### src/design/alr_pkg.sv
`timescale 1ns / 1ps
// ----------------------------------------------------------------------------
// alr_pkg
// Shared types and defaults for the antialiased line rasterizer.
// ----------------------------------------------------------------------------
package alr_pkg;

  localparam int COORD_BITS_DEF = 6;
  localparam int FRAC_BITS_DEF  = 16;

  typedef enum logic [1:0] {
    ST_IDLE,
    ST_DIV,
    ST_WALK
  } state_t;

  typedef enum logic [2:0] {
    CLS_VERT    = 3'd0,
    CLS_STEEP_U = 3'd1,
    CLS_FLAT_U  = 3'd2,
    CLS_FLAT_D  = 3'd3,
    CLS_STEEP_D = 3'd4
  } slope_t;

  typedef struct packed {
    logic load;
    logic inc_load;
    logic step;
  } cmd_t;

  typedef struct packed {
    logic go;
    logic vert;
    logic div_done;
    logic last;
  } status_t;

endpackage

### src/design/antialiased_line_rasterizer.sv
`timescale 1ns / 1ps
// ----------------------------------------------------------------------------
// antialiased_line_rasterizer
// Wu-style antialiased line drawer with a pen position.
// ----------------------------------------------------------------------------
// Usage:
//   Input stream: in_tuser is the mode (0 move the pen, 1 draw a line from
//   the pen), in_tdata carries the target point. Each request moves the pen.
//   Output stream: one pixel pair per beat, out_tlast on the final pair of a
//   line. A move, or a line of zero length, yields no beats.
//   Timing: a request is taken only while the block is idle. A vertical line
//   starts emitting in the cycle after acceptance; any other line first runs a
//   restoring slope divider, then emits one pair per cycle while out_tready is
//   high, up to 2^COORD_BITS-1 pairs. The block is ready again the cycle after
//   the last beat is taken.
//   Stall: while out_tready is low the current pair is held unchanged and the
//   walk waits.
//   Reset: synchronous, active low; pen returns to the origin and any line
//   in flight is dropped.
// ----------------------------------------------------------------------------
module antialiased_line_rasterizer #(
  parameter int COORD_BITS = alr_pkg::COORD_BITS_DEF,
  parameter int FRAC_BITS  = alr_pkg::FRAC_BITS_DEF,
  localparam int IN_W  = ((2 * COORD_BITS) + 7) / 8 * 8,
  localparam int OUT_W = ((4 * COORD_BITS) + 19 + 7) / 8 * 8
) (
  input  logic             clk,
  input  logic             rst_n,
  input  logic             in_tvalid,
  output logic             in_tready,
  // target_x, target_y
  input  logic [IN_W-1:0]  in_tdata,
  // mode
  input  logic             in_tuser,
  output logic             out_tvalid,
  input  logic             out_tready,
  // base_x, base_y, base_grey, side_x, side_y, side_grey
  output logic [OUT_W-1:0] out_tdata,
  // side_valid, solid_red
  output logic [1:0]       out_tuser,
  output logic             out_tlast
);
  alr_pkg::cmd_t    cmd;
  alr_pkg::status_t sts;
  alr_pkg::state_t  state;

  logic [COORD_BITS-1:0]        base_x, base_y;
  logic [7:0]                   base_grey, side_grey;
  logic [COORD_BITS:0]          side_x;
  logic signed [COORD_BITS+1:0] side_y;
  logic                         side_valid, solid_red;

  // Sequencer: owns the handshakes, drives the datapath by command
  alr_ctrl u_ctrl (
    .clk       (clk),
    .rst_n     (rst_n),
    .in_tvalid (in_tvalid),
    .in_tready (in_tready),
    .out_tvalid(out_tvalid),
    .out_tready(out_tready),
    .out_tlast (out_tlast),
    .sts       (sts),
    .cmd       (cmd),
    .state     (state)
  );

  // Datapath: pen, slope divider, walk and grey computation
  alr_dp #(.COORD_BITS(COORD_BITS), .FRAC_BITS(FRAC_BITS)) u_dp (
    .clk       (clk),
    .rst_n     (rst_n),
    .cmd       (cmd),
    .sts       (sts),
    .mode      (in_tuser),
    .target_x  (in_tdata[COORD_BITS-1:0]),
    .target_y  (in_tdata[2*COORD_BITS-1:COORD_BITS]),
    .base_x    (base_x),
    .base_y    (base_y),
    .base_grey (base_grey),
    .side_x    (side_x),
    .side_y    (side_y),
    .side_grey (side_grey),
    .side_valid(side_valid),
    .solid_red (solid_red)
  );

  // Pack the pair, lowest field first; pad to whole bytes
  assign out_tdata = OUT_W'({side_grey, side_y, side_x, base_grey, base_y, base_x});
  assign out_tuser = {solid_red, side_valid};

  // Request intake and result emission never overlap
  a_no_overlap: assert property (@(posedge clk) disable iff (!rst_n)
    !(in_tready && out_tvalid))
    else $error("request taken while a pair is pending");

  // A pair is either a red vertical pixel or an antialiased pair
  a_kind: assert property (@(posedge clk) disable iff (!rst_n)
    out_tvalid |-> (side_valid != solid_red))
    else $error("pixel kind flags inconsistent");

  // After the final pair is taken the block is idle again
  a_last_idle: assert property (@(posedge clk) disable iff (!rst_n)
    (out_tvalid && out_tready && out_tlast) |=> (state == alr_pkg::ST_IDLE))
    else $error("walk did not finish on last pair");

  // Walk only starts from a divide or directly from an accepted request
  a_walk_entry: assert property (@(posedge clk) disable iff (!rst_n)
    $rose(out_tvalid) |-> ($past(cmd.inc_load) || $past(cmd.load)))
    else $error("walk entered without set-up");
endmodule

### src/design/alr_div.sv
`timescale 1ns / 1ps
// ----------------------------------------------------------------------------
// alr_div
// Restoring divider, one quotient bit a cycle: (num << FRAC_BITS) / den.
// ----------------------------------------------------------------------------
module alr_div #(
  parameter int COORD_BITS = alr_pkg::COORD_BITS_DEF,
  parameter int FRAC_BITS  = alr_pkg::FRAC_BITS_DEF
) (
  input  logic                  clk,
  input  logic                  rst_n,
  input  logic                  start,
  input  logic [COORD_BITS-1:0] num,
  input  logic [COORD_BITS-1:0] den,
  output logic                  done,
  output logic [FRAC_BITS:0]    quot
);
  localparam int N  = COORD_BITS + FRAC_BITS;
  localparam int CW = $clog2(N);

  logic                  busy_r, busy_nxt;
  logic                  done_r, done_nxt;
  logic [CW-1:0]         cnt_r, cnt_nxt;
  logic [N-1:0]          dvd_r, dvd_nxt;
  logic [COORD_BITS-1:0] rem_r, rem_nxt;
  logic [COORD_BITS-1:0] den_r, den_nxt;
  logic [FRAC_BITS:0]    q_r, q_nxt;
  logic [COORD_BITS:0]   trial;
  logic                  ge;

  always_comb begin
    trial    = {rem_r, dvd_r[N-1]};
    ge       = trial >= {1'b0, den_r};
    busy_nxt = busy_r;
    done_nxt = 1'b0;
    cnt_nxt  = cnt_r;
    dvd_nxt  = dvd_r;
    rem_nxt  = rem_r;
    den_nxt  = den_r;
    q_nxt    = q_r;
    if (start) begin
      busy_nxt = 1'b1;
      cnt_nxt  = '0;
      dvd_nxt  = {num, {FRAC_BITS{1'b0}}};
      rem_nxt  = '0;
      den_nxt  = den;
      q_nxt    = '0;
    end else if (busy_r) begin
      rem_nxt = ge ? COORD_BITS'(trial - {1'b0, den_r}) : trial[COORD_BITS-1:0];
      q_nxt   = {q_r[FRAC_BITS-1:0], ge};
      dvd_nxt = {dvd_r[N-2:0], 1'b0};
      cnt_nxt = CW'(cnt_r + 1'b1);
      if (cnt_r == CW'(N - 1)) begin
        busy_nxt = 1'b0;
        done_nxt = 1'b1;
      end
    end
  end

  always_ff @(posedge clk) begin
    if (!rst_n) begin
      busy_r <= 1'b0;
      done_r <= 1'b0;
      cnt_r  <= '0;
    end else begin
      busy_r <= busy_nxt;
      done_r <= done_nxt;
      cnt_r  <= cnt_nxt;
    end
    dvd_r <= dvd_nxt;
    rem_r <= rem_nxt;
    den_r <= den_nxt;
    q_r   <= q_nxt;
  end

  assign done = done_r;
  assign quot = q_r;
endmodule

### src/design/alr_dp.sv
`timescale 1ns / 1ps
// ----------------------------------------------------------------------------
// alr_dp
// Pen, walk registers, error accumulator and pixel-pair formatting.
// ----------------------------------------------------------------------------
module alr_dp #(
  parameter int COORD_BITS = alr_pkg::COORD_BITS_DEF,
  parameter int FRAC_BITS  = alr_pkg::FRAC_BITS_DEF
) (
  input  logic                         clk,
  input  logic                         rst_n,
  input  alr_pkg::cmd_t                cmd,
  output alr_pkg::status_t             sts,
  input  logic                         mode,
  input  logic [COORD_BITS-1:0]        target_x,
  input  logic [COORD_BITS-1:0]        target_y,
  output logic [COORD_BITS-1:0]        base_x,
  output logic [COORD_BITS-1:0]        base_y,
  output logic [7:0]                   base_grey,
  output logic [COORD_BITS:0]          side_x,
  output logic signed [COORD_BITS+1:0] side_y,
  output logic [7:0]                   side_grey,
  output logic                         side_valid,
  output logic                         solid_red
);
  localparam int W = COORD_BITS + 2;
  localparam logic [FRAC_BITS+1:0] ONE = (FRAC_BITS+2)'(1) << FRAC_BITS;

  logic [COORD_BITS-1:0] pen_x_r, pen_y_r;
  logic signed [W-1:0]   major_r, minor_r, end_r;
  logic signed [W-1:0]   major_nxt, minor_nxt, end_nxt;
  logic [FRAC_BITS-1:0]  err_r, err_nxt;
  logic [FRAC_BITS:0]    inc_r;
  alr_pkg::slope_t       cls_r, cls_nxt;

  logic signed [W-1:0]   x0, y0, x1, y1, dx, dy, adx, ady;
  logic                  same, steep, swap;
  logic [COORD_BITS-1:0] div_num, div_den;
  logic                  div_done;
  logic [FRAC_BITS:0]    quot;
  logic [FRAC_BITS+1:0]  err_sum;
  logic signed [W-1:0]   dir;
  logic [FRAC_BITS+7:0]  bg_prod;
  logic [FRAC_BITS:0]    one_m;
  logic [FRAC_BITS+8:0]  sg_prod;

  // Line set-up from pen and target
  always_comb begin
    x0    = W'(pen_x_r);
    y0    = W'(pen_y_r);
    x1    = W'(target_x);
    y1    = W'(target_y);
    dx    = x1 - x0;
    dy    = y1 - y0;
    adx   = dx < 0 ? -dx : dx;
    ady   = dy < 0 ? -dy : dy;
    same  = ((dx > 0) == (dy >= 0)) || (dy == 0);
    steep = ady > adx;
    if (dx == 0)   cls_nxt = alr_pkg::CLS_VERT;
    else if (steep) cls_nxt = same ? alr_pkg::CLS_STEEP_U : alr_pkg::CLS_STEEP_D;
    else           cls_nxt = same ? alr_pkg::CLS_FLAT_U : alr_pkg::CLS_FLAT_D;
    swap = ((cls_nxt == alr_pkg::CLS_STEEP_U) && (y0 > y1)) ||
           ((cls_nxt == alr_pkg::CLS_STEEP_D) && (y0 < y1)) ||
           (((cls_nxt == alr_pkg::CLS_FLAT_U) || (cls_nxt == alr_pkg::CLS_FLAT_D)) &&
            (x0 > x1));
    case (cls_nxt)
      alr_pkg::CLS_VERT: begin
        minor_nxt = x0;
        major_nxt = (y0 < y1) ? y0 : y1;
        end_nxt   = (y0 < y1) ? y1 : y0;
      end
      alr_pkg::CLS_STEEP_U, alr_pkg::CLS_STEEP_D: begin
        major_nxt = swap ? y1 : y0;
        end_nxt   = swap ? y0 : y1;
        minor_nxt = swap ? x1 : x0;
      end
      default: begin
        major_nxt = swap ? x1 : x0;
        end_nxt   = swap ? x0 : x1;
        minor_nxt = swap ? y1 : y0;
      end
    endcase
    div_num = steep ? adx[COORD_BITS-1:0] : ady[COORD_BITS-1:0];
    div_den = steep ? ady[COORD_BITS-1:0] : adx[COORD_BITS-1:0];
  end

  alr_div #(.COORD_BITS(COORD_BITS), .FRAC_BITS(FRAC_BITS)) u_div (
    .clk  (clk),
    .rst_n(rst_n),
    .start(cmd.load & mode & (dx != 0)),
    .num  (div_num),
    .den  (div_den),
    .done (div_done),
    .quot (quot)
  );

  // Stepping
  always_comb begin
    dir     = (cls_r == alr_pkg::CLS_STEEP_D) ? -W'(1) : W'(1);
    err_sum = {2'b0, err_r} + {1'b0, inc_r};
    err_nxt = err_sum[FRAC_BITS-1:0];
    if (err_sum >= ONE) err_nxt = FRAC_BITS'(err_sum - ONE);
  end

  always_ff @(posedge clk) begin
    if (!rst_n) begin
      pen_x_r <= '0;
      pen_y_r <= '0;
      cls_r   <= alr_pkg::CLS_VERT;
    end else if (cmd.load) begin
      pen_x_r <= target_x;
      pen_y_r <= target_y;
      if (mode) cls_r <= cls_nxt;
    end
    if (cmd.load) begin
      major_r <= major_nxt;
      minor_r <= minor_nxt;
      end_r   <= end_nxt;
      err_r   <= '0;
      inc_r   <= '0;
    end else if (cmd.inc_load) begin
      inc_r <= quot;
    end else if (cmd.step) begin
      major_r <= major_r + dir;
      err_r   <= err_nxt;
      if (err_sum >= ONE)
        minor_r <= (cls_r == alr_pkg::CLS_FLAT_D) ? minor_r - W'(1) : minor_r + W'(1);
    end
  end

  // Grey levels: error*255 and (1-error)*255; vertical pixels carry no grey
  always_comb begin
    bg_prod   = {err_r, 8'b0} - {8'b0, err_r};
    base_grey = bg_prod[FRAC_BITS+7:FRAC_BITS];
    one_m     = ONE[FRAC_BITS:0] - {1'b0, err_r};
    sg_prod   = {one_m, 8'b0} - {8'b0, one_m};
    side_grey = (cls_r == alr_pkg::CLS_VERT) ? 8'd0 : sg_prod[FRAC_BITS+7:FRAC_BITS];
  end

  always_comb begin
    side_valid = 1'b1;
    solid_red  = 1'b0;
    case (cls_r)
      alr_pkg::CLS_VERT: begin
        base_x     = minor_r[COORD_BITS-1:0];
        base_y     = major_r[COORD_BITS-1:0];
        side_x     = '0;
        side_y     = '0;
        side_valid = 1'b0;
        solid_red  = 1'b1;
      end
      alr_pkg::CLS_STEEP_U, alr_pkg::CLS_STEEP_D: begin
        base_x = minor_r[COORD_BITS-1:0];
        base_y = major_r[COORD_BITS-1:0];
        side_x = COORD_BITS'(minor_r[COORD_BITS-1:0]) + (COORD_BITS+1)'(1);
        side_y = major_r;
      end
      alr_pkg::CLS_FLAT_U: begin
        base_x = major_r[COORD_BITS-1:0];
        base_y = minor_r[COORD_BITS-1:0];
        side_x = {1'b0, major_r[COORD_BITS-1:0]};
        side_y = minor_r + W'(1);
      end
      default: begin
        base_x = major_r[COORD_BITS-1:0];
        base_y = minor_r[COORD_BITS-1:0];
        side_x = {1'b0, major_r[COORD_BITS-1:0]};
        side_y = minor_r - W'(1);
      end
    endcase
  end

  always_comb begin
    sts.go       = mode & ((dx != 0) | (dy != 0));
    sts.vert     = (dx == 0);
    sts.div_done = div_done;
    sts.last     = (major_r + dir) == end_r;
  end
endmodule

### src/design/alr_ctrl.sv
`timescale 1ns / 1ps
// ----------------------------------------------------------------------------
// alr_ctrl
// Sequencer: take a request; for a line, wait for the slope division (skipped when vertical), walk it.
// ----------------------------------------------------------------------------
module alr_ctrl (
  input  logic             clk,
  input  logic             rst_n,
  input  logic             in_tvalid,
  output logic             in_tready,
  output logic             out_tvalid,
  input  logic             out_tready,
  output logic             out_tlast,
  input  alr_pkg::status_t sts,
  output alr_pkg::cmd_t    cmd,
  output alr_pkg::state_t  state
);
  alr_pkg::state_t state_r, state_nxt;

  always_ff @(posedge clk) begin
    if (!rst_n) state_r <= alr_pkg::ST_IDLE;
    else        state_r <= state_nxt;
  end

  always_comb begin
    state_nxt    = state_r;
    cmd          = '0;
    in_tready    = 1'b0;
    out_tvalid   = 1'b0;
    out_tlast    = sts.last;
    case (state_r)
      alr_pkg::ST_IDLE: begin
        in_tready = 1'b1;
        if (in_tvalid) begin
          cmd.load = 1'b1;
          if (sts.go) state_nxt = sts.vert ? alr_pkg::ST_WALK : alr_pkg::ST_DIV;
        end
      end
      alr_pkg::ST_DIV: begin
        if (sts.div_done) begin
          cmd.inc_load = 1'b1;
          state_nxt    = alr_pkg::ST_WALK;
        end
      end
      alr_pkg::ST_WALK: begin
        out_tvalid = 1'b1;
        if (out_tready) begin
          cmd.step = 1'b1;
          if (sts.last) state_nxt = alr_pkg::ST_IDLE;
        end
      end
      default: state_nxt = alr_pkg::ST_IDLE;
    endcase
  end

  assign state = state_r;
endmodule
### config.mk
export PLATFORM = sky130hd
export DESIGN_NAME = antialiased_line_rasterizer
export DESIGN_NICKNAME = d
export VERILOG_FILES = /design/src/design/alr_pkg.sv /design/src/design/antialiased_line_rasterizer.sv /design/src/design/alr_div.sv /design/src/design/alr_dp.sv /design/src/design/alr_ctrl.sv
export SDC_FILE = /design/constraint.sdc
export NUM_CORES = 1
export LEC_CHECK = 0
export CORE_MARGIN = 3
export CORE_UTILIZATION = 50
export DETAILED_ROUTE_END_ITERATION = 12
export DONT_BUFFER_PORTS = 1
export PLACE_DENSITY = 0.7
export SLEW_MARGIN = 40
export SYNTH_ARGS = -nofsm -noshare
export SYNTH_HDL_FRONTEND = slang
export SYNTH_SLANG_ARGS = --single-unit
### constraint.sdc
create_clock -name clk -period 5.3 [get_ports clk]
set_input_delay 0.53 -clock clk [delete_from_list [all_inputs] [get_ports clk]]
set_output_delay 0.53 -clock clk [all_outputs]
set_load 0.005 [all_outputs]
# [Word level (Yosys, flattened, before mapping)]
# Cells that the tools add are included.
[op_classes] addsub=15 order_cmp=10 eq_ne=19 n_mux=56 bitwise_logic=7 reduce_logical=27
[op_table] cell="$mux W8" count=12
[op_table] cell="$mux W6" count=11
[op_table] cell="$logic_not A32 Y1" count=2
[op_table] cell="$reduce_bool A32 Y1" count=2
[op_table] cell="$pmux W8 S2" count=3
[op_table] cell="$mux W22" count=2
[op_table] cell="$pmux W8 S3" count=1
[op_table] cell="$sub A24 B16 Y24" count=1
[op_table] cell="$sub A24 B17 Y24" count=1
[op_table] cell="$add A16 B17 Y18" count=1
[op_table] cell="$ge A18 B17 Y1 const B" count=1
[op_table] cell="$sub A17 B16 Y17 const A" count=1
[op_table] cell="$mux W16" count=1
[op_table] cell="$neg A7 Y8" count=2
[op_table] cell="$sub A16 B1 Y16 const B" count=1
[op_table] cell="$mux W1" count=15
[op_table] cell="$lt A7 B1 Y1 const B" count=2
[op_table] cell="$pmux W7 S2" count=1
[op_table] cell="$sub A6 B6 Y7" count=2
[op_table] cell="$eq A3 B2 Y1 const B" count=4
[op_table] cell="$gt A6 B6 Y1" count=2
[op_table] cell="$mux W2" count=6
[op_table] cell="$mux W3" count=3
[op_table] cell="$add A8 B2 Y8 const B" count=1
[op_table] cell="other kinds (33)" count=56
[word_totals] reg_bits=116 inputBits=21 out_inout_bits=53 word_cells=150

# [Depth between registers and ports, before layout]
# Gate-level depths: netlist (run 1).
[depth] depth_word=14 depth_mapped=22 ltp_nobuf=18

# [Hierarchy]
# Synthesis (run 1) repeated with hierarchy kept, for this count alone.
[unflattened] hier_cells=1131 area_unflattened_um2=9442.8
[modules_own_cells] module="alr_dp" n_inst=1 cells_each=932 area_per_inst_um2=7368.3 seq_area_each_um2=1621.6
[modules_own_cells] module="alr_div" n_inst=1 cells_each=176 area_per_inst_um2=1886.8 seq_area_each_um2=960.9
[modules_own_cells] module="alr_ctrl" n_inst=1 cells_each=15 area_per_inst_um2=131.4 seq_area_each_um2=40.0
[modules_own_cells] module="antialiased_line_rasterizer" n_inst=1 cells_each=8 area_per_inst_um2=56.3 seq_area_each_um2=0.0

# [Worst setup path after synthesis (run 1)]
# No wires, ideal clock.
[synth_timing] path_type="input port to flip-flop" startpoint="input in_tdata[0]" endpoint="register u_dp.minor_r[1], data pin" setup_time_ns=0.257 t_arrival_ns=4.241 t_required_ns=5.043 setup_slack_ns=0.802 path_stages=17 path_buffers=0 cell_sequence="inv_1 ha_1 inv_1 fa_1 a21o_1 a21oi_4 xnor2_2 a2111oi_4 nand2_1 ha_1 nand4_1 o211ai_1 a211oi_1 nor2_1 o41ai_1 o21ai_0 a32o_1"
[synth_between] elab_chain_len=14 elab_cells_between_ends=30 cone_classes="add/sub: 2; order compare: 4; eq/ne: 5; mux: 9; reduce/logical: 10"
[synth_rtl] element="start, declared" line="antialiased_line_rasterizer.sv:32" rtl="input logic [IN_W-1:0] in_tdata,"
[synth_rtl] element="parallel branches: the longest is 12 deep, another holds $neg A7 Y8"
[synth_rtl] element="$pmux W8 S2 (*)" line="alr_dp.sv:66" rtl="case (cls_nxt)"
[synth_rtl] element="$mux W8 (*)" line="alr_dp.sv:115" rtl="if (cmd.load) begin"
[synth_rtl] element="end signal, assigned" line="alr_dp.sv:117" rtl="minor_r <= minor_nxt;"
[synth_rtl] element="end signal, assigned" line="alr_dp.sv:127" rtl="minor_r <= (cls_r == alr_pkg::CLS_FLAT_D) ? minor_r - W'(1) : minor_r + W'(1);"
[synth_rtl] element="end, declared" line="alr_dp.sv:30" rtl="logic signed [W-1:0] major_r, minor_r, end_r;"
# Every way passes the cells marked *.
# A chain may end at the register's enable or synchronous reset.

# [Worst setup path in the final report (run 1)]
[layout_timing] startpoint="register u_dp.pen_y_r[1]" endpoint="register u_dp.minor_r[1], data pin"
[layout_between] elab_chain_len=14 elab_cells_between_ends=31 cone_classes="add/sub: 2; order compare: 5; eq/ne: 5; mux: 9; reduce/logical: 10"
[layout_rtl] element="start, declared" line="alr_dp.sv:29" rtl="logic [COORD_BITS-1:0] pen_x_r, pen_y_r;"
[layout_rtl] element="start signal, assigned" line="alr_dp.sv:112" rtl="pen_y_r <= target_y;"
[layout_rtl] element="parallel branches: the longest is 12 deep, another holds $neg A7 Y8"
[layout_rtl] element="$pmux W8 S2 (*)" line="alr_dp.sv:66"
[layout_rtl] element="$mux W8 (*)" line="alr_dp.sv:115"
# Marks and branches as above.

==> results of run 1 <==
how the worst max path moves through the flow:
stage / cells after the start / to / slack (ns) / start
after CTS: 14 / out_tdata[42] / 0.18 / u_dp.err_r[0]
after global routing: 16 / out_tdata[42] / 0.03 / u_dp.err_r[0]
after floorplan: 17 / u_dp.minor_r[1] / 0.80 / in_tdata[0]
final: 15 / u_dp.minor_r[1] / 0.30 / u_dp.pen_y_r[1]
after global placement: 17 / u_dp.minor_r[2] / 0.47 / in_tdata[0]
after detailed placement: 17 / u_dp.minor_r[3] / 0.40 / in_tdata[0]
state kept, by name (all words and copies together), names as in the netlist:
| signal | count |
|---|---|
| u_dp.u_div.done | 1 |
| u_dp.major_r | 8 |
| u_dp.u_div.busy_r | 1 |
| u_dp.cls_r | 3 |
| u_dp.u_div.quot | 17 |
| u_ctrl.state | 2 |
| u_dp.pen_y_r | 6 |
| u_dp.u_div.dvd_r | 6 |
| u_dp.end_r | 6 |
| u_dp.pen_x_r | 6 |
| u_dp.err_r | 16 |
| u_dp.u_div.cnt_r | 5 |
| u_dp.minor_r | 8 |
| u_dp.inc_r | 17 |
| u_dp.u_div.rem_r | 6 |
| u_dp.u_div.den_r | 6 |
stage by stage:
step / util / instance area (µm²) / hold WS (ns) / cells
floorplan: - / 9450 / 0.431 / 1205
global placement: 0.517 / 9450 / 0.449 / 1375
detailed placement: 0.517 / 9450 / 0.453 / 1375
CTS: 0.550 / 10000 / 0.223 / 1407
global route: 0.551 / 10100 / 0.226 / 1407
finish: 0.551 / 10100 / 0.232 / 1407
kinds of logic after synthesis:
group                      share of synthesized area
other                                       0.000796
and+or+nand+nor                                0.193
AOI/OAI and AO/OA                              0.253
DFF                                            0.278
adders and majority gates                      0.106
muxes                                         0.0256
buffers and inverters                         0.0682
xor gates and xnor gates                      0.0751
layout make-up:
cell class,instances,area [µm²],area share
timing repair buffer,15,113,0.0112
sequential,114,2620,0.261
clock inverter,14,164,0.0163
tap,229,287,0.0285
multi-input combinational,951,6200,0.616
inverter,66,248,0.0246
clock buffer,18,429,0.0427
per-layer routing:
layer | GRT usage | wire, µm | vias up
met3 | 0.0519 | 1620 | 35
li1 | - | - | 4193
met2 | 0.389 | 11200 | 277
met4 | 0.0669 | 403 | 0
met5 | 0 | 0 | -
met1 | 0.313 | 10700 | 3913
worst max-delay path: cells and delay by family (launching register included):
family                   cells  cell delay [ns]
AO/OA/AOI/OAI                7             2.49
AND/OR/NAND/NOR              5             1.05
adder cells (fa/ha/maj)      2             0.62
flip-flops                   1             0.48
buffers and inverters        1             0.10
report_power, final:
part | total [mW] | internal (mW) | leakage (nW) | switching, mW
Clock | 1.16 | 0.736 | 0.286 | 0.421
Sequential | 1.10 | 1.01 | 0.978 | 0.0870
Combinational | 1.11 | 0.421 | 2.87 | 0.687
Total | 3.36 | 2.17 | 4.13 | 1.20
cell usage in the layout (no fill, tap or decap), types with 21 or more instances in the layout:
master    count
dfxtp_1      80
xor2_1       26
inv_1        64
o21ai_0      86
a211oi_1     21
nand3_1      23
nor2_1      103
o21a_1       21
xnor2_1      53
mux2i_1      23
nand2_1     176
edfxtp_1     34
ha_1         72
a21oi_1      92
==> summary.md, run 1 <==
- **number of detailed-routing iterations run before antenna repair** 5
- **Power Total** 3.36 mW
- **cell repeated most along the worst path** ha_1
- **vias** 8418
- **clock-pin transition on the worst setup and hold timing paths** 0.06 ns
- **aggregate negative setup slack** 0 ns
- **ordered cell list for the critical path** inv_1 > ha_1 > nor2b_1 > o31a_1 > o31ai_1 > a2111o_1 > nor2_1 > ha_1 > nand4_1 > o211ai_1 > a211oi_1 > or2_2 > nand2_1 > a211o_1 > a32o_1
- **number of setup violations in the final report** 0
- **CTS H-Tree Depth** 4
- **Power Density** 334 mW/mm²
- **end point of the most critical hold path** u_ctrl.state[1]
- **slew at the pin with the worst max-slew slack** 0.790 ns
- **Critical Path Max Stage Delay** 0.61 ns
- **Critical Path RT** 5.47 ns
- **r2r endpoint** u_dp.minor_r[1]
- **Max Clock Freq** 200 MHz
- **clock insertion delay at the later pin of the skew report** 0.42 ns
- **Die Span Y** 143 µm
- **clock buffers created by TritonCTS** 17
- **most used standard cells in the synthesized netlist** 176 x nand2_1, 103 x nor2_1, 92 x a21oi_1, 86 x o21ai_0, 80 x dfxtp_1
- **number of cell rows** 49
- **worst slew slack as a fraction of its limit** 0.472
- **number of hold-slack violations in the final timing report** 0
- **number of vias per cell after detailed routing** 5.98
- **maximum root-to-sink buffer count** 2
- **Most used DFF post-synth** dfxtp_1
- **drt first-iter violations** 851
- **Final GP Congestion** 0.925
- **DRC errors left** 0
- **count of flip-flops with a built-in enable after synthesis** 34
- **cell count of the worst reg-to-reg path** 15
- **clock tree from TritonCTS** built
- **Max-Cap Viols** 0
- **synthesis-to-layout area growth** 6.70%
- **synthesized netlist cell count** 1200
- **standby leakage power** 4.13 nW
- **worst slack at placement** 0.401 ns
- **beginning of the worst register-to-register path** u_dp.pen_y_r[1]
- **Layout Skew** 0.0127 ns
- **wire length of the first global-routing pass** 39500 µm
- **unrepaired setup endpoints after global routing** false
- **library cells used by synthesis** 84
- **average wire length per cell after detail routing** 16.9 µm
- **number of synthesized register bits** 114
- **number of sinks driven by the clock tree** 114
- **Worst path slowest cell** o31ai_1
- **r2r setup slk** 0.30 ns
- **share of the cycle needed by the critical path after routing** 0.943
- **part of the Yosys area used for sequential elements** 0.278
- **Worst Hold Class** primary input to register
- **fraction of post-synthesis cell area in the top cell type by area** 0.170
- **post-layout minimum cycle time** 5.00 ns
- **top cell type by total area after synthesis** dfxtp_1
- **final setup slack of the worst path** 0.302 ns
- **Synth area leaders** dfxtp_1 17%, edfxtp_1 11%, ha_1 9.6%
- **buffers inserted by post-CTS timing repair** 0
- **number of inserted diodes** 0
- **die outline area** 0.0205 mm²
- **# port buffers** 0
- **count of pins on the block boundary** 74
- **GRT overflow** 0
- **status** complete, no violations
- **die outline width** 143 µm
- **Pins Over Slew Limit** 0
- **Hold Path Origin** out_tready
- **Post-CTS Hold Fix Bufs** 0
- **leading cell type by number of instances after synthesis** nand2_1
- **overall routing resource usage** 0.236
- **Mapped Avg Cell Area** 7.86 µm²
- **number of synthesis warnings** 0
- **initial antenna violation count** 0
- **startpoint kind of the worst setup timing path** register
- **netlist area before placement** 0.00943 mm²
- **initial standard-cell utilization of the core** 0.516
- **root buffer cell** clkbuf_16
- **CP Class** register to register
- **pin count of the biggest net entering global routing** 52
- **number of global-route vias before repair** 8005
- **placed wire-length estimate** 17600 µm
- **routed wire length** 23800 µm
- **critical path arrival** 5.17 ns
- **crit path capture type** register
- **core outline area** 0.0183 mm²
- **number of cells on the worst hold path** 1
- **count of nets after finishing** 1263
- **post-cts resize count** 0
- **share of final-layout standard cells stronger than drive strength 1** 0.0603
- **fraction of synthesis flops using an asynchronous set or reset pin** 0
- **antenna-violating nets left** 0
- **Layout fillers** 1735
- **CP Max Fanout** 16
- **maximum vdd ir drop** 235 µV
Power figures use the tool's default switching activity.
==> run 2, diff against run 1 <==
Settings changed: CORE_UTILIZATION 50 to 45, CTS_CLUSTER_DIAMETER from default to 100, PLACE_DENSITY 0.7 to 0.65, SLEW_MARGIN 40 to 20.
==> run 2 against run 1 <==
Against the previous run:
- routed wire length up 1.0%
- total power up 1.0%
- clock power increased by 3%
- critical path depth down 1
- clock skew is 0.00093 ns higher
- final area is 0.76% higher
- sequential cell count did not move
- sequential share of layout area is 0.20 points lower
- final cell count is 2.9% higher
- utilization shrank 5.4 points
- worst setup slack got worse by 0.045 ns
- largest cell class unchanged
==> summary.md, run 2 (synthesis results as in run 1) <==
- **die outline area** 0.0227 mm²
- **critical path arrival** 4.51 ns
- **share of the cycle needed by the critical path after routing** 0.952
- **clock tree from TritonCTS** built
- **maximum vdd ir drop** 202 µV
- **startpoint kind of the worst setup timing path** register
- **count of nets after finishing** 1263
- **number of cells on the worst hold path** 1
- **routed wire length** 24100 µm
- **Final GP Congestion** 0.896
- **share of final-layout standard cells stronger than drive strength 1** 0.0586
- **Layout fillers** 2025
- **clock-pin transition on the worst setup and hold timing paths** 0.05 ns
- **Hold Path Origin** out_tready
- **antenna-violating nets left** 0
- **Power Total** 3.40 mW
- **Die Span Y** 151 µm
- **placed standard-cell area** 0.00950 mm²
- **pin count of the biggest net entering global routing** 50
- **unrepaired setup endpoints after global routing** false
- **post-cts resize count** 0
- **root buffer cell** clkbuf_16
- **slew at the pin with the worst max-slew slack** 0.949 ns
- **drt first-iter violations** 636
- **vias** 8393
- **clock buffers created by TritonCTS** 17
- **Post-CTS Hold Fix Bufs** 0
- **CTS H-Tree Depth** 4
- **maximum root-to-sink buffer count** 2
- **r2r endpoint** u_dp.major_r[1]
- **number of vias per cell after detailed routing** 5.80
- **buffers inserted by post-CTS timing repair** 0
- **commonest cells after routing, fill and taps aside** 176 x nand2_1, 103 x nor2_1, 92 x a21oi_1
- **r2r setup slk** 0.59 ns
- **die outline width** 151 µm
- **worst slew slack as a fraction of its limit** 0.368
- **count of pins on the block boundary** 74
- **wire length of the first global-routing pass** 39000 µm
- **number of global-route vias before repair** 7782
- **leading cell type in the layout, fill and taps excluded** nand2_1
- **status** complete, no violations
- **number of detailed-routing iterations run before antenna repair** 5
- **Worst Hold Class** primary input to register
- **synthesis-to-layout area growth** 7.51%
- **beginning of the worst register-to-register path** u_dp.pen_y_r[2]
- **number of cell rows** 52
- **end point of the most critical hold path** u_ctrl.state[1]
- **core outline area** 0.0204 mm²
- **# port buffers** 0
- **Critical Path RT** 4.77 ns
- **CP Class** register to output port
- **Max Clock Freq** 198 MHz
- **DRC errors left** 0
- **initial antenna violation count** 0
- **cell count of the worst reg-to-reg path** 19
- **post-layout minimum cycle time** 5.04 ns
- **Layout Skew** 0.0137 ns
- **number of setup violations in the final report** 0
- **cell area after layout** 0.0101 mm²
- **Pins Over Slew Limit** 0
- **aggregate negative setup slack** 0 ns
- **Max-Cap Viols** 0
- **Final Hold Slack** 0.207 ns
- **clock insertion delay at the later pin of the skew report** 0.43 ns
- **overall routing resource usage** 0.212
- **average wire length per cell after detail routing** 16.6 µm
- **standby leakage power** 4.15 nW
- **CP Max Fanout** 7
- **Power Density** 335 mW/mm²
- **number of sinks driven by the clock tree** 114
- **crit path capture type** output port
- **number of hold-slack violations in the final timing report** 0
- **placed wire-length estimate** 17900 µm
- **initial standard-cell utilization of the core** 0.462
- **GRT overflow** 0
- **number of inserted diodes** 0
- **Finished Core Util** 0.496
## run 2: cell types whose count changed in the layout (fill, tap and decap cells not counted), sizes merged
cell      delta
clkbuf       +6
clkinv       -2
clkinvlp     -2
bufinv       -1
inv          -1
## run 2: worst max path at each step
stage / from / endpoint / slack [ns] / cells after the start
floorplan: in_tdata[0] / u_dp.minor_r[1] / 0.80 / 17
global placement: in_tdata[0] / u_dp.minor_r[2] / 0.53 / 17
detailed placement: in_tdata[0] / u_dp.major_r[1] / 0.51 / 19
CTS: u_dp.err_r[1] / out_tdata[42] / 0.13 / 16
global route: u_dp.err_r[0] / out_tdata[42] / 0.001 / 14
finish: u_dp.err_r[0] / out_tdata[42] / 0.26 / 14
## run 2: layout make-up
cell class                 instances  area, µm²  share of cell area
clock buffer                      24        524              0.0517
clock inverter                     8       96.3             0.00950
inverter                          66        248              0.0244
multi-input combinational        951       6200               0.611
sequential                       114       2620               0.259
tap                              270        338              0.0333
timing repair buffer              15        113              0.0111
## run 2: worst max-delay path: stages, from the launching register on
cell     delay, ns
dfxtp_1       0.38
or4_1         0.70
nor4b_4       0.42
nand3_1       0.15
xnor2_1       0.33
inv_1         0.14
ha_1          0.22
a21o_1        0.15
a21o_1        0.16
a21o_1        0.18
a21o_1        0.20
a22oi_1       0.22
nand3_1       0.22
or3_1         0.41
a21oi_1       0.21
## run 2: per-layer routing
metal | up-vias | part of all wire | global-route usage
met1 | 3902 | 0.45 | 0.278
li1 | 4196 | - | -
met5 | - | 0 | 0
met3 | 51 | 0.055 | 0.0443
met4 | 0 | 0.020 | 0.0684
met2 | 244 | 0.47 | 0.350
## run 2: metrics by stage
stage | std cells | setup WS [ns]
floorplan | 1205 | 0.802
global placement | 1416 | 0.530
detailed placement | 1416 | 0.511
CTS | 1448 | 0.135
global route | 1448 | 0.00147
finish | 1448 | 0.257
## run 2: power breakdown
part | leakage [nW] | switching [mW] | internal, mW
clock | 0.306 | 0.415 | 0.782
combinational | 2.87 | 0.681 | 0.422
sequential | 0.978 | 0.0876 | 1.01
